[config.mk]
export PLATFORM = sky130hd
export DESIGN_NAME = lei_divider
export DESIGN_NICKNAME = d
export VERILOG_FILES = /design/src/sv/lei_pkg.sv /design/src/sv/lei_divider.sv
export SDC_FILE = /design/constraint.sdc
export NUM_CORES = 1
export LEC_CHECK = 0
export ABC_AREA = 1
export BUFFER_PORTS_ARGS = -buffer_cell sky130_fd_sc_hd__buf_4
export CORE_MARGIN = 4
export CORE_UTILIZATION = 40
export DETAILED_ROUTE_END_ITERATION = 10
export GPL_TIMING_DRIVEN = 1
export PLACE_DENSITY = 0.67
export SYNTH_ARGS = -nofsm -noshare
export SYNTH_HDL_FRONTEND = slang
export SYNTH_SLANG_ARGS = --single-unit
[constraint.sdc]
create_clock -name clk -period 4.84 [get_ports clk]
set_input_delay 0.484 -clock clk [delete_from_list [all_inputs] [get_ports clk]]
set_output_delay 0.484 -clock clk [all_outputs]
set_load 0.005 [all_outputs]
[src/sv/lei_pkg.sv]
// Shared types and codes for the light-to-energy interpolator.
// No dependencies; the top level, the divider and the testbench import this package.
package lei_pkg;

  // Opcode values of a request.
  localparam logic OP_APPEND = 1'b0;
  localparam logic OP_QUERY  = 1'b1;

  // Result status codes.
  localparam logic [1:0] ST_OK   = 2'd0;
  localparam logic [1:0] ST_FULL = 2'd1;
  localparam logic [1:0] ST_SAT  = 2'd2;

  typedef struct packed {
    logic        opcode;
    logic [1:0]  region;
    logic [31:0] total_energy;
    logic [31:0] deposited_energy;
    logic [31:0] light;
    logic        stopped;
  } in_item_t;

  typedef struct packed {
    logic [31:0] energy;
    logic [1:0]  status;
  } out_item_t;

  // One calibration entry as stored in the table memory.
  typedef struct packed {
    logic [31:0] total_energy;
    logic [31:0] deposited_energy;
    logic [31:0] light;
  } entry_t;

  localparam int ENTRY_W = $bits(entry_t);

  // Start request to the divider: dividend high word is below the divisor.
  typedef struct packed {
    logic        start;
    logic [63:0] num;
    logic [31:0] den;
  } div_req_t;

endpackage

[src/sv/lei_divider.sv]
// Restoring divider, one quotient bit per cycle, 64 by 32 bits.
// Depends on lei_pkg for the request struct.
module lei_divider import lei_pkg::*; (
  input  logic        clk,
  input  logic        rst,
  input  div_req_t    req,
  output logic        done,
  output logic [31:0] quot
);

  localparam int STEPS = 32;

  logic        busy;
  logic [4:0]  step;
  logic [31:0] rem;
  logic [31:0] q;
  logic [31:0] den;
  logic [32:0] shifted;
  logic [32:0] diff;
  logic        ge;

  // Trial subtraction of the shifted partial remainder.
  always_comb begin
    shifted = {rem, q[31]};
    diff    = shifted - {1'b0, den};
    ge      = !diff[32];
  end

  // Iteration control and remainder update.
  always_ff @(posedge clk) begin
    if (rst) begin
      busy <= 1'b0;
      done <= 1'b0;
    end else begin
      done <= 1'b0;
      if (req.start) begin
        busy <= 1'b1;
        step <= '0;
        rem  <= req.num[63:32];
        q    <= req.num[31:0];
        den  <= req.den;
      end else if (busy) begin
        rem  <= ge ? diff[31:0] : shifted[31:0];
        q    <= {q[30:0], ge};
        step <= step + 5'd1;
        if (step == 5'(STEPS - 1)) begin
          busy <= 1'b0;
          done <= 1'b1;
        end
      end
    end
  end

  assign quot = q;

endmodule

==> metrics.log <==
[metrics] minimum clock period after layout: 2.913 ns
[metrics] part of the Yosys area used for sequential elements: 42.10%
[metrics] warnings from Yosys: 0
[metrics] TritonCTS Buffers: 9
[metrics] final worst-path cycle share: 60.19%
[metrics] cell area after layout: 8825 um2
[metrics] count of cell types in the netlist: 35
[metrics] CTS H-Tree Depth: 3
[metrics] clk_lat worst skew: between 0.3 and 0.4 ns
[metrics] reg2reg start: quot[31]
[metrics] kind of start point of the critical path: register
[metrics] EDFF count, synth: 101
[metrics] die outline width: 143.1 um
[metrics] critical path required time: a little under 5 ns
[metrics] largest vdd supply drop: ~0.00022 V
[metrics] Finish-stage setup viols: 0
[metrics] proportion of layout cells with a drive suffix above 1: 15.52%
[metrics] number of antenna violations at the first check in global routing: 0
[metrics] placed wire-length estimate after detailed placement: 15.56 mm
[metrics] leftover overflow at the end of global routing: 0
[metrics] total wire length: 20.33 mm
[metrics] vertical die dimension: between 100 and 150 um
[metrics] Critical R2R Capture: rem[26]
[metrics] syn_area_per_cell: 7.128 um2
[metrics] FFs w/ async S/R, synth: 0%
[metrics] actual slew at the worst max-slew pin: 1.020 ns
[metrics] clock input transition at the sequential cells of the worst setup and hold paths: 0.09 ns
[metrics] cts hold-fix bufs: 0
[metrics] placeable core region: 17960 um2
[metrics] number of post-CTS setup repair buffers: 0
[metrics] dominant register cell in the synthesized netlist: sky130_fd_sc_hd__edfxtp_1
[metrics] flop2flop setup slack: 1.93 ns
[metrics] Mapped Cells: between 1k and 1.5k
[metrics] starting density of the core: 40.64%
[metrics] critical path class: reg -> reg
[metrics] detailed-route DRC error count: 0
[metrics] root buffer cell: sky130_fd_sc_hd__clkbuf_16
[metrics] setup TNS: 0 ns
[metrics] number of DRC violations after detailed-routing iteration 0: 447
[metrics] Worst setup EP type: register
[metrics] Net Switching: slightly above 1000 uW
[metrics] Final #Nets: between 1k and 1.5k
[metrics] cell depth of the worst hold path: 1
[metrics] Buf+Inv Stages, Crit Path: 2
[metrics] part of the total power dissipated in the clock network: 28.6%
[metrics] count of nets left with antenna violations after detail routing: 0
[metrics] highest clock rate: between 300 and 400 MHz
[metrics] antenna fix cells: 0
[metrics] Worst Path Max Fanout: 20
[metrics] setup repair after global routing missed its margin: no
[metrics] cell family with most CP delay: simple AND/OR/NAND/NOR gates
[metrics] number of max-cap violations: 0
[metrics] result of the run: finished, final reports clean
[metrics] ports placed on the boundary: 132
[metrics] number of core rows: 49
[metrics] Mapped Area: 7300 um2
[metrics] critical path, cell by cell: inv_1 -> ha_1 -> fa_1 -> inv_1 -> nand2_1 -> nand2_1 -> nand3_1 -> nand2_2 -> nand2_2 -> nand2_2 -> nand2_4 -> nand2_4 -> nand2_4 -> nand2_2 -> nand2_1 -> nand3_1 -> nand2_1
[metrics] number of detailed-routing iterations run before antenna repair: 5
[metrics] classification of the worst-slack hold path: in -> reg
[metrics] clock tree from TritonCTS: done
[metrics] sw frac: 35.37%
[metrics] depth of the worst register-to-register path: 17
[metrics] hold path endpoint: den[22]
[metrics] Port Buf Inserts: about 130
[metrics] static leakage: 0.004749 uW
[metrics] Slew Limit Fails: 0
[metrics] hold violation count in the final report: 0
[metrics] source of the critical timing path: quot[31]
[metrics] wire length per cell after detailed routing: between 10 and 15 um
[metrics] post-detailed-placement cell area: between 8000 and 9000 um2
[metrics] vias per cell: approximately 4.8
[metrics] max-slew headroom at the worst pin: 31.81%
[metrics] final RePlAce weighted congestion: 0.9180
[metrics] GRT Resource Usage Total: 20.22%
[metrics] max incr delay on CP: 0.43 ns
[metrics] total of cells resized after clock tree synthesis: 0
[metrics] maximum clock path buffer count: 2
[metrics] area delta synth->final: 20.89%
[metrics] arrival time at the worst endpoint: a little over 3 ns
[metrics] cell-internal power: ~1800 uW
[metrics] largest net degree at the start of global routing: 68
[metrics] critical path's slowest cell: sky130_fd_sc_hd__fa_1
[metrics] global-route wire length before repair: 32.80 mm
[metrics] Vias: 6654
[metrics] Power per Cell Area: approximately 320 nW/um2
[metrics] startpoint of the lowest-slack hold path: req[22]
[metrics] combinational cell fraction of total power: 32.1%
[metrics] portion of total power attributed to sequential cells: 39.3%
[metrics] sink count of the clock tree: 103
[metrics] Seq cells post-synth: 103
[metrics] via count of the first global-routing pass: around 6.5k
[metrics] Die Footprint: 20470 um2
[metrics] Max Clock Skew: 0.01921 ns
[metrics] Post-Synthesis Net Count: between 1k and 1.5k
==> power by group through the flow <==
| stage | Sequential (uW) | Clock, uW | Combinational, uW |
|---|---|---|---|
| detailed placement | 1140 | 0 | 913 |
| global placement | 1140 | 0 | 904 |
| global route | 1130 | 859 | 1050 |
| floorplan | 1130 | 0 | 642 |
| finish | 1120 | 813 | 915 |
| CTS | 1120 | 827 | 916 |
==> kinds of logic (layout without fill, tap and decap cells) <==
family,Yosys count,in the layout,share of synthesized area (%)
xor+xnor,9,9,1.080
flops,103,103,42.10
simple gates,630,630,36.34
buf+inv,208,337,11.09
fa+ha+maj,35,35,6.102
compound gates,39,39,3.291
==> routing by layer <==
metal	track usage, %	part of all wire [%]	vias up	wire length [um]
met5	0	0	-	0
met4	4.852	1.6	0	324
met3	5.693	8.0	19	1623
met2	32.52	45	200	9172
li1	-	-	3438	-
met1	27.12	45	2997	9205
==> final cells by class <==
cell class              count  area (um2)
clock inverters             7       92.59
inverters                 186       698.2
repair buffers            135        1013
well taps                 229       286.5
clock buffers               9       225.2
multi-input cells         713        3436
flip-flops and latches    103        3073
fillers                  1803        9139
==> worst max-delay path by stage <==
| stage | depth (start not counted) | end | slack (ns) |
|---|---|---|---|
| floorplan | 4 | quot[0] | 1.33 |
| global placement | 17 | rem[29] | 2.06 |
| detailed placement | 17 | rem[26] | 1.92 |
| CTS | 17 | rem[26] | 1.91 |
| global route | 17 | rem[23] | 1.64 |
| finish | 17 | rem[26] | 1.93 |
==> through the flow <==
| stage | setup slack (ns) | utilization, % | hold WS, ns | std cells | power, uW |
|---|---|---|---|---|---|
| CTS | 1.907 | 49.13 | 0.2804 | 1382 | 2862 |
| global placement | 2.057 | 47.36 | 0.5289 | 1366 | 2040 |
| floorplan | 1.330 | - | 0.5249 | 1024 | 1772 |
| finish | 1.927 | 49.13 | 0.2869 | 1382 | 2846 |
| detailed placement | 1.916 | 47.36 | 0.5351 | 1366 | 2050 |
| global route | 1.636 | 49.13 | 0.2772 | 1382 | 3033 |
==> placed cells by master, fill, tap and decap left out, drive strengths merged <==
cell type,instances
nor2,47
a21o,2
xor2,2
edfxtp,101
and2,4
o21ai,3
a21oi,28
nand2,460
ha,34
clkbuf,9
o21bai,5
nand3b,12
and3,1
o22ai,1
bufinv,1
fa,1
xnor2,7
clkinv,1
nand4,7
nor3,5
inv,191
buf,135
nand3,93
dfxtp,2
or2,1
==> cells in the mapped netlist (3+ instances only) <==
cell                         n  area (um2)
sky130_fd_sc_hd__nand3_1    89       445.4
sky130_fd_sc_hd__nor3_1      5       25.02
sky130_fd_sc_hd__o21bai_1    5       37.54
sky130_fd_sc_hd__nand4_1     7       43.79
sky130_fd_sc_hd__nand3b_1   12       90.09
sky130_fd_sc_hd__ha_1       34       425.4
sky130_fd_sc_hd__nand2_4     4       45.04
sky130_fd_sc_hd__nor2_1     45       168.9
sky130_fd_sc_hd__a21oi_1    25       125.1
sky130_fd_sc_hd__o21ai_0     3       15.01
sky130_fd_sc_hd__clkbuf_1   13       48.80
sky130_fd_sc_hd__nand2_1   446        1674
sky130_fd_sc_hd__nand2_2    10       62.56
sky130_fd_sc_hd__buf_4       3       22.52
sky130_fd_sc_hd__inv_1     184       690.7
sky130_fd_sc_hd__xnor2_1     7       61.31
sky130_fd_sc_hd__and2_1      4       25.02
sky130_fd_sc_hd__edfxtp_1  101        3033
sky130_fd_sc_hd__nand3_2     3       30.03
==> state kept, by name, indices dropped and copies added, names as in the netlist <==
name  cells
den      32
quot     32
rem      32
step      5
busy      1
done      1
No activity file was read; power rests on OpenSTA's default activity.
