===== config.mk =====
export PLATFORM = sky130hd
export DESIGN_NAME = lei_ram
export DESIGN_NICKNAME = d
export VERILOG_FILES = /design/src/sv/lei_ram.sv
export SDC_FILE = /design/constraint.sdc
export NUM_CORES = 1
export LEC_CHECK = 0
export BUFFER_PORTS_ARGS = -buffer_cell sky130_fd_sc_hd__buf_2
export CAP_MARGIN = 20
export CORE_ASPECT_RATIO = 0.9
export CORE_MARGIN = 2
export CORE_UTILIZATION = 50
export CTS_BUF_LIST = sky130_fd_sc_hd__clkbuf_8
export DETAILED_ROUTE_END_ITERATION = 8
export GPL_TIMING_DRIVEN = 1
export PLACE_DENSITY_LB_ADDON = 0.08
export SETUP_SLACK_MARGIN = 0.05
export SLEW_MARGIN = 20
export SYNTH_ARGS = -nofsm -noshare
export SYNTH_HDL_FRONTEND = slang
export SYNTH_SLANG_ARGS = --single-unit

===== constraint.sdc =====
create_clock -name clk -period 1.6 [get_ports clk]
set_input_delay 0.08 -clock clk [delete_from_list [all_inputs] [get_ports clk]]
set_output_delay 0.08 -clock clk [all_outputs]
set_load 0.1 [all_outputs]

===== src/sv/lei_ram.sv =====
// Generic single-write, single-read RAM with a registered read port.
// No dependencies.
module lei_ram #(
  parameter int WIDTH = 8,
  parameter int DEPTH = 16
) (
  input  logic                     clk,
  input  logic                     we,
  input  logic [$clog2(DEPTH)-1:0] waddr,
  input  logic [WIDTH-1:0]         wdata,
  input  logic [$clog2(DEPTH)-1:0] raddr,
  output logic [WIDTH-1:0]         rdata
);

  logic [WIDTH-1:0] mem [DEPTH];

  // Write port and registered read port.
  always_ff @(posedge clk) begin
    if (we) begin
      mem[waddr] <= wdata;
    end
    rdata <= mem[raddr];
  end

endmodule


==> metrics.md, run 1 <==
| Metric | Value |
|---|---|
| Setup CP Type | reg -> reg |
| Synth Warn # | 0 |
| Worst Max-Slew Pin Slew | slightly below 0.5 ns |
| HP Start | wdata[6] |
| Final period util | 0.841 |
| Run status | complete, no violations |
| Ant diodes | 0 |
| First-pass GRT wire length | 14400 µm |
| M3 GR Usage | 0.0598 |
| Crit path launch | mem[8][4] |
| Pwr Total | roughly 7 mW |
| # setup viols final | 0 |
| Hold Buf Count CTS | 0 |
| Final nets | a little over 300 |
| Via density | approximately 5.5 |
| Final min period | around 1.3 ns |
| TritonCTS Buffers | 17 |
| Unrepaired setup endpoints after global routing | no |
| Launch point of the worst reg-to-reg path | mem[8][4] |
| Avg Synthesized Cell Area | 22.5 µm² |
| CP required | approximately 1.9 ns |
| Setup crit end kind | flop |
| Antenna Nets Post-Route | 0 |
| Ports | 26 |
| Busiest grt layer | met2 |
| Synth Net Count | approximately 250 |
| CTS tree | yes |
| Placeable Area | between 10000 and 15000 µm² |
| Root buffer cell | clkbuf_8 |
| Die Wd | 111 µm |
| Worst-path clk slew | 0.08 ns |
| Max-cap violation count | 0 |
| Residual DRC | 0 |
| LEAKAGE | about 2.0 nW |
| Skew final | approximately 0.011 ns |
| Post-CTS setup buffer count | 0 |
| Final Hold Fails | 0 |
| CP Launch Type | flop |
| Routed length per instance | 22.0 µm |
| Max Slew Vio Count | 0 |
| Filler cells | between 700 and 800 |
| Fin Setup TNS | 0 ns |
| Cts repair resizes | 0 |
| Initial antenna violation count | 0 |
| Syn Inst Count | between 200 and 250 |
| Synthesis-stage register bit count | 136 |
| Met2 Use GR | 0.291 |
| CP max FO | 1 |
| Die footprint | roughly 11000 µm² |
| Layout cells sized above 1 | 0.329 |
| Max clock buf depth | 2 |
| Clock sink total | 136 |
| Slew HR | 0.674 |
| Part of the Yosys area used for sequential elements | 0.778 |
| VDD IR max | roughly 0.73 mV |
| Yosys cell types | 19 |
| Area growth from synthesis to layout | 15.3% |
| Die Ht | approximately 100 µm |
| Detailed-placement wirelength estimate | between 6000 and 7000 µm |
| Via Count | around 2300 |
| Starting Density | 0.509 |
| DRT Pass-1 Iters | 4 |
| Remaining global-route overflow | 0 |
| Final wirelength | 9410 µm |
| Met1 Track Usage GR | 0.255 |
| PwrDens | 1190 nW/µm² |
| F_max | ~740 MHz |
| Synthesized area | slightly above 5000 µm² |
| RePlAce Congestion | approximately 0.72 |
| Row count | 35 |
| Total GRT Usage | 0.186 |
| Clk_lat worst skew | roughly 0.43 ns |
| DRT iter0 DRCs | around 140 |
| Largest net degree at the start of global routing | 33 |
| Crit path arrival time | 1.65 ns |
| Worst hold path class | in -> reg |
| Vias in the first global route | between 2000 and 2500 |
| H-tree depth | 4 |
| PortBufs | 25 |
==> state kept, by name, summed over array words and instances, names as in the netlist <==
name and count:
mem 128, rdata 8
==> path summary, 6_finish.rpt <==
kind / to / slack [ns] / depth (start not counted)
worst max register to register: rdata[4] / 0.25 / 3
worst min register to register: rdata[1] / 0.67 / 3
worst min-delay path: mem[8][6] / 0.03 / 1
worst max-delay path: rdata[4] / 0.25 / 3
==> power breakdown <==
part / switching, mW / internal [mW]
Sequential: 0.0263 / 3.98
Combinational: 0.372 / 0.172
Clock: 1.31 / 1.23
Total: 1.71 / 5.38
==> Yosys cell counts <==
master | n | share of area
dfxtp_1 | 8 | 0.031
a22oi_1 | 16 | 0.023
mux4_2 | 18 | 0.079
nor2_1 | 13 | 0.0095
buf_4 | 1 | 0.0015
buf_6 | 3 | 0.0066
and2_1 | 1 | 0.0012
nor2b_1 | 1 | 0.0012
or3b_2 | 1 | 0.0017
buf_2 | 3 | 0.0029
clkdlybuf4s25_2 | 3 | 0.0058
nand2b_1 | 2 | 0.0024
and2b_1 | 1 | 0.0015
nand2_1 | 9 | 0.0066
edfxtp_1 | 128 | 0.75
nand3_1 | 1 | 0.00097
mux4_1 | 14 | 0.071
nor3_1 | 4 | 0.0039
nand3b_1 | 2 | 0.0029
==> per-layer routing <==
layer	wire, µm	share of wire
met2	4520	0.48
met1	4410	0.47
met5	0	0
met3	413	0.044
met4	68	0.0072
==> layout make-up <==
class	instances	area, µm²	share of cell area
clock buffer	17	234	0.0394
timing repair buffer	47	340	0.0574
multi-input combinational	83	1060	0.179
tap	129	161	0.0272
sequential	136	4000	0.675
clock inverter	15	131	0.0221
==> worst max-delay path: stages (launching register included) <==
cell and delay [ns]:
edfxtp_1 0.38, mux4_1 0.50, a22oi_1 0.27, nand2_1 0.07
==> logic make-up (layout without fill, tap and decap cells) <==
family / Yosys count / in the layout / share of synthesized area
AOI/OAI and AO/OA: 16 / 16 / 0.0233
buffers and inverters: 10 / 79 / 0.0168
DFF: 136 / 136 / 0.778
muxes: 32 / 32 / 0.150
and+or+nand+nor: 35 / 35 / 0.0318
==> per-stage QoR <==
step	cell area [µm²]	hold slack [ns]	instances	worst slack, ns	utilization
floorplan	5150	0.179	229	0.254	-
global placement	5570	0.476	395	0.103	0.550
detailed placement	5570	0.481	395	0.105	0.550
CTS	5930	0.00670	427	0.211	0.587
global route	5930	0.0202	427	0.160	0.587
finish	5930	0.0254	427	0.255	0.587
==> layout by cell type (no fill, tap or decap) <==
cell type / instances
edfxtp_1: 128
buf_2: 25
mux4_2: 18
buf_4: 18
clkbuf_8: 17
a22oi_1: 16
mux4_1: 14
nor2_1: 13
nand2_1: 9
dfxtp_1: 8
clkinvlp_4: 4
clkinv_4: 4
buf_12: 4
nor3_1: 3
clkinv_2: 3
nand3b_1: 2
nand2b_1: 2
inv_6: 2
nor2b_1: 1
and2_1: 1
and2b_1: 1
nand3_1: 1
or3b_2: 1
nor3_2: 1
bufinv_16: 1
inv_1: 1
Power figures use the tool's default switching activity.
==> inputs of run 2 (changes only) <==
==> constraint.sdc (replaced) <==
create_clock -name clk -period 1.2 [get_ports clk]
set_input_delay 0.06 -clock clk [delete_from_list [all_inputs] [get_ports clk]]
set_output_delay 0.06 -clock clk [all_outputs]
set_load 0.1 [all_outputs]
==> metrics.md, run 2 (synthesis gave the netlist of run 1 again) <==
| Metric | Value |
|---|---|
| Clock sink total | 136 (unchanged) |
| WP buf/inv | 0 (unchanged) |
| WHS Path Cells | 1 (unchanged) |
| Remaining global-route overflow | 0 (unchanged) |
| Post-CTS setup buffer count | 0 (unchanged) |
| CP max FO | 1 (unchanged) |
| Final period util | 1.04 (+0.201) |
| FF-to-FF setup slack | -0.05 ns (-0.30 ns) |
| Run status | complete, but fails checks |
| Max clock buf depth | 2 (unchanged) |
| RR Endpoint | rdata[7] |
| Die Wd | 111 µm (unchanged) |
| Max-cap violation count | 0 (unchanged) |
| Fin Setup TNS | -0.235 ns (-0.235 ns) |
| Pwr Total | 10.6 mW (+50%) |
| CP Launch Type | flop |
| Slew HR | 0.393 (-0.281) |
| Biggest regs | mem: 128 flops, rdata: 8 flops |
| Final min period | 1.25 ns (-0.0955 ns) |
| CP max stage delay | 0.47 ns (-0.03 ns) |
| Worst Reg-to-Reg Cells | 3 (unchanged) |
| Residual DRC | 0 (unchanged) |
| LEAKAGE | 2.08 nW (+3.5%) |
| Crit path arrival time | 1.55 ns (-0.10 ns) |
| Via Count | 2405 (+2.6%) |
| TritonCTS Buffers | 17 (unchanged) |
| Worst setup margin | -0.0496 ns (-0.305 ns) |
| CP required | 1.50 ns (-0.41 ns) |
| DRT Pass-1 Iters | 5 (+1) |
| Worst hold margin | 0.0211 ns (-0.00430 ns) |
| Row count | 35 (unchanged) |
| Detailed-placement wirelength estimate | 6110 µm (+0.77%) |
| Launch point of the worst reg-to-reg path | mem[10][7] |
| Layout cells sized above 1 | 0.438 (+0.109) |
| Most common cell after layout, fill and taps aside | edfxtp_1 |
| Root buffer cell | clkbuf_8 |
| Placed Instances | 401 (+1.5%) |
| F_max | 800 MHz (+7.6%) |
| Commonest non-fill, non-tap cells in the layout | edfxtp_1 (128), mux4_2 (30), buf_4 (26) |
| Antenna Nets Post-Route | 0 (unchanged) |
| Max Slew Vio Count | 0 (unchanged) |
| Via density | 5.55 (+1.2%) |
| Skew final | 0.00965 ns (-0.00151 ns) |
| Placeable Area | 10100 µm² (unchanged) |
| Routed length per instance | 21.9 µm (-0.80%) |
| Critical path cell sequence | mux4_2, a22oi_2, nand2_1 |
| Ports | 26 (unchanged) |
| Ant diodes | 0 (unchanged) |
| Hold EP | mem[5][3] |
| Worst-path clk slew | 0.08 ns (about the same) |
| Die Ht | 100 µm (unchanged) |
| Largest net degree at the start of global routing | 20 (-39%) |
| Failing checks | negative setup slack |
| H-tree depth | 4 (unchanged) |
| Area growth from synthesis to layout | 20.9% |
| Critical path's slowest cell | mux4_2 |
| Initial antenna violation count | 0 (unchanged) |
| Clk_lat worst skew | 0.42 ns (about the same) |
| PwrDens | 1700 nW/µm² (+43%) |
| Final Hold Fails | 0 (unchanged) |
| Worst Max-Slew Pin Slew | 0.908 ns (+0.416 ns) |
| Die footprint | 11100 µm² (unchanged) |
| VDD IR max | 1.11 mV (+52%) |
| Total GRT Usage | 0.184 (-0.00183) |
| PortBufs | 25 (unchanged) |
| CTS tree | yes |
| Starting Density | 0.509 (unchanged) |
| First-pass GRT wire length | 14600 µm (+1.1%) |
| Most flops, register | mem |
| CP delay by family, top | multiplexers |
| Non-filler instance count after layout | 433 (+1.4%) |
| Setup CP Type | reg -> reg |
| # setup viols final | 7 (+7) |
| Final wirelength | 9470 µm (+0.59%) |
| RePlAce Congestion | 0.721 (-0.48%) |
| Final nets | 309 (+2.0%) |
| Max FFs per register | 128 (unchanged) |
| Setup crit end kind | flop |
| Worst hold path class | in -> reg |
| HP Start | wdata[3] |
| Unrepaired setup endpoints after global routing | yes |
| Vias in the first global route | 2487 (+0.36%) |
| DRT iter0 DRCs | 132 (-5.0%) |
run 2: cell count changes in the layout (fill, tap and decap cells not counted), sizes merged:
cell	previous run	this run
bufinv	1	6
clkinv	7	3
buf	47	53
clkinvlp	4	2
inv	3	4
run 2: worst max path at each step:
stage | from | to | slack, ns | cells past startpoint
floorplan | raddr[0] | rdata[1] | 0.004 | 5
global placement | raddr[0] | rdata[1] | -0.28 | 5
detailed placement | raddr[0] | rdata[0] | -0.26 | 5
CTS | mem[0][5] | rdata[5] | -0.08 | 3
global route | mem[1][0] | rdata[0] | -0.11 | 3
finish | mem[10][7] | rdata[7] | -0.05 | 3
run 2: area by class of cell:
class	instances	area (µm²)
timing repair buffer	53	472
multi-input combinational	83	1100
tap	129	161
sequential	136	4000
fill	734	3890
clock inverter	15	248
clock buffer	17	234
run 2: routing by layer:
layer / vias to the layer above / wire length (µm) / global-route usage
li1: 1083 / - / -
met1: 1245 / 4240 / 0.256
met2: 70 / 4620 / 0.291
met3: 7 / 529 / 0.0447
met4: 0 / 74 / 0.0635
met5: - / 0 / 0
run 2: power by group:
group	internal (mW)	switching [mW]	total, mW
Combinational	0.289	0.528	0.817
Sequential	5.30	0.0328	5.34
Clock	2.70	1.75	4.45
run 2: stage by stage:
step,util,setup WS (ns),instance area (µm²)
2_1_floorplan,-,0.00353,5190
3_3_place_gp,0.563,-0.279,5690
3_5_place_dp,0.563,-0.265,5690
4_1_cts,0.613,-0.0829,6200
5_1_grt,0.615,-0.112,6220
6_report,0.615,-0.0496,6220
run 2: timing repair:
| action | 4_1_cts | 5_1_grt |
|---|---|---|
| setup endpoints to repair | 16 | 9 |
| hold buffers | 0 | 0 |
| pin swaps | 8 | 7 |
| resized for setup | 25 | 10 |
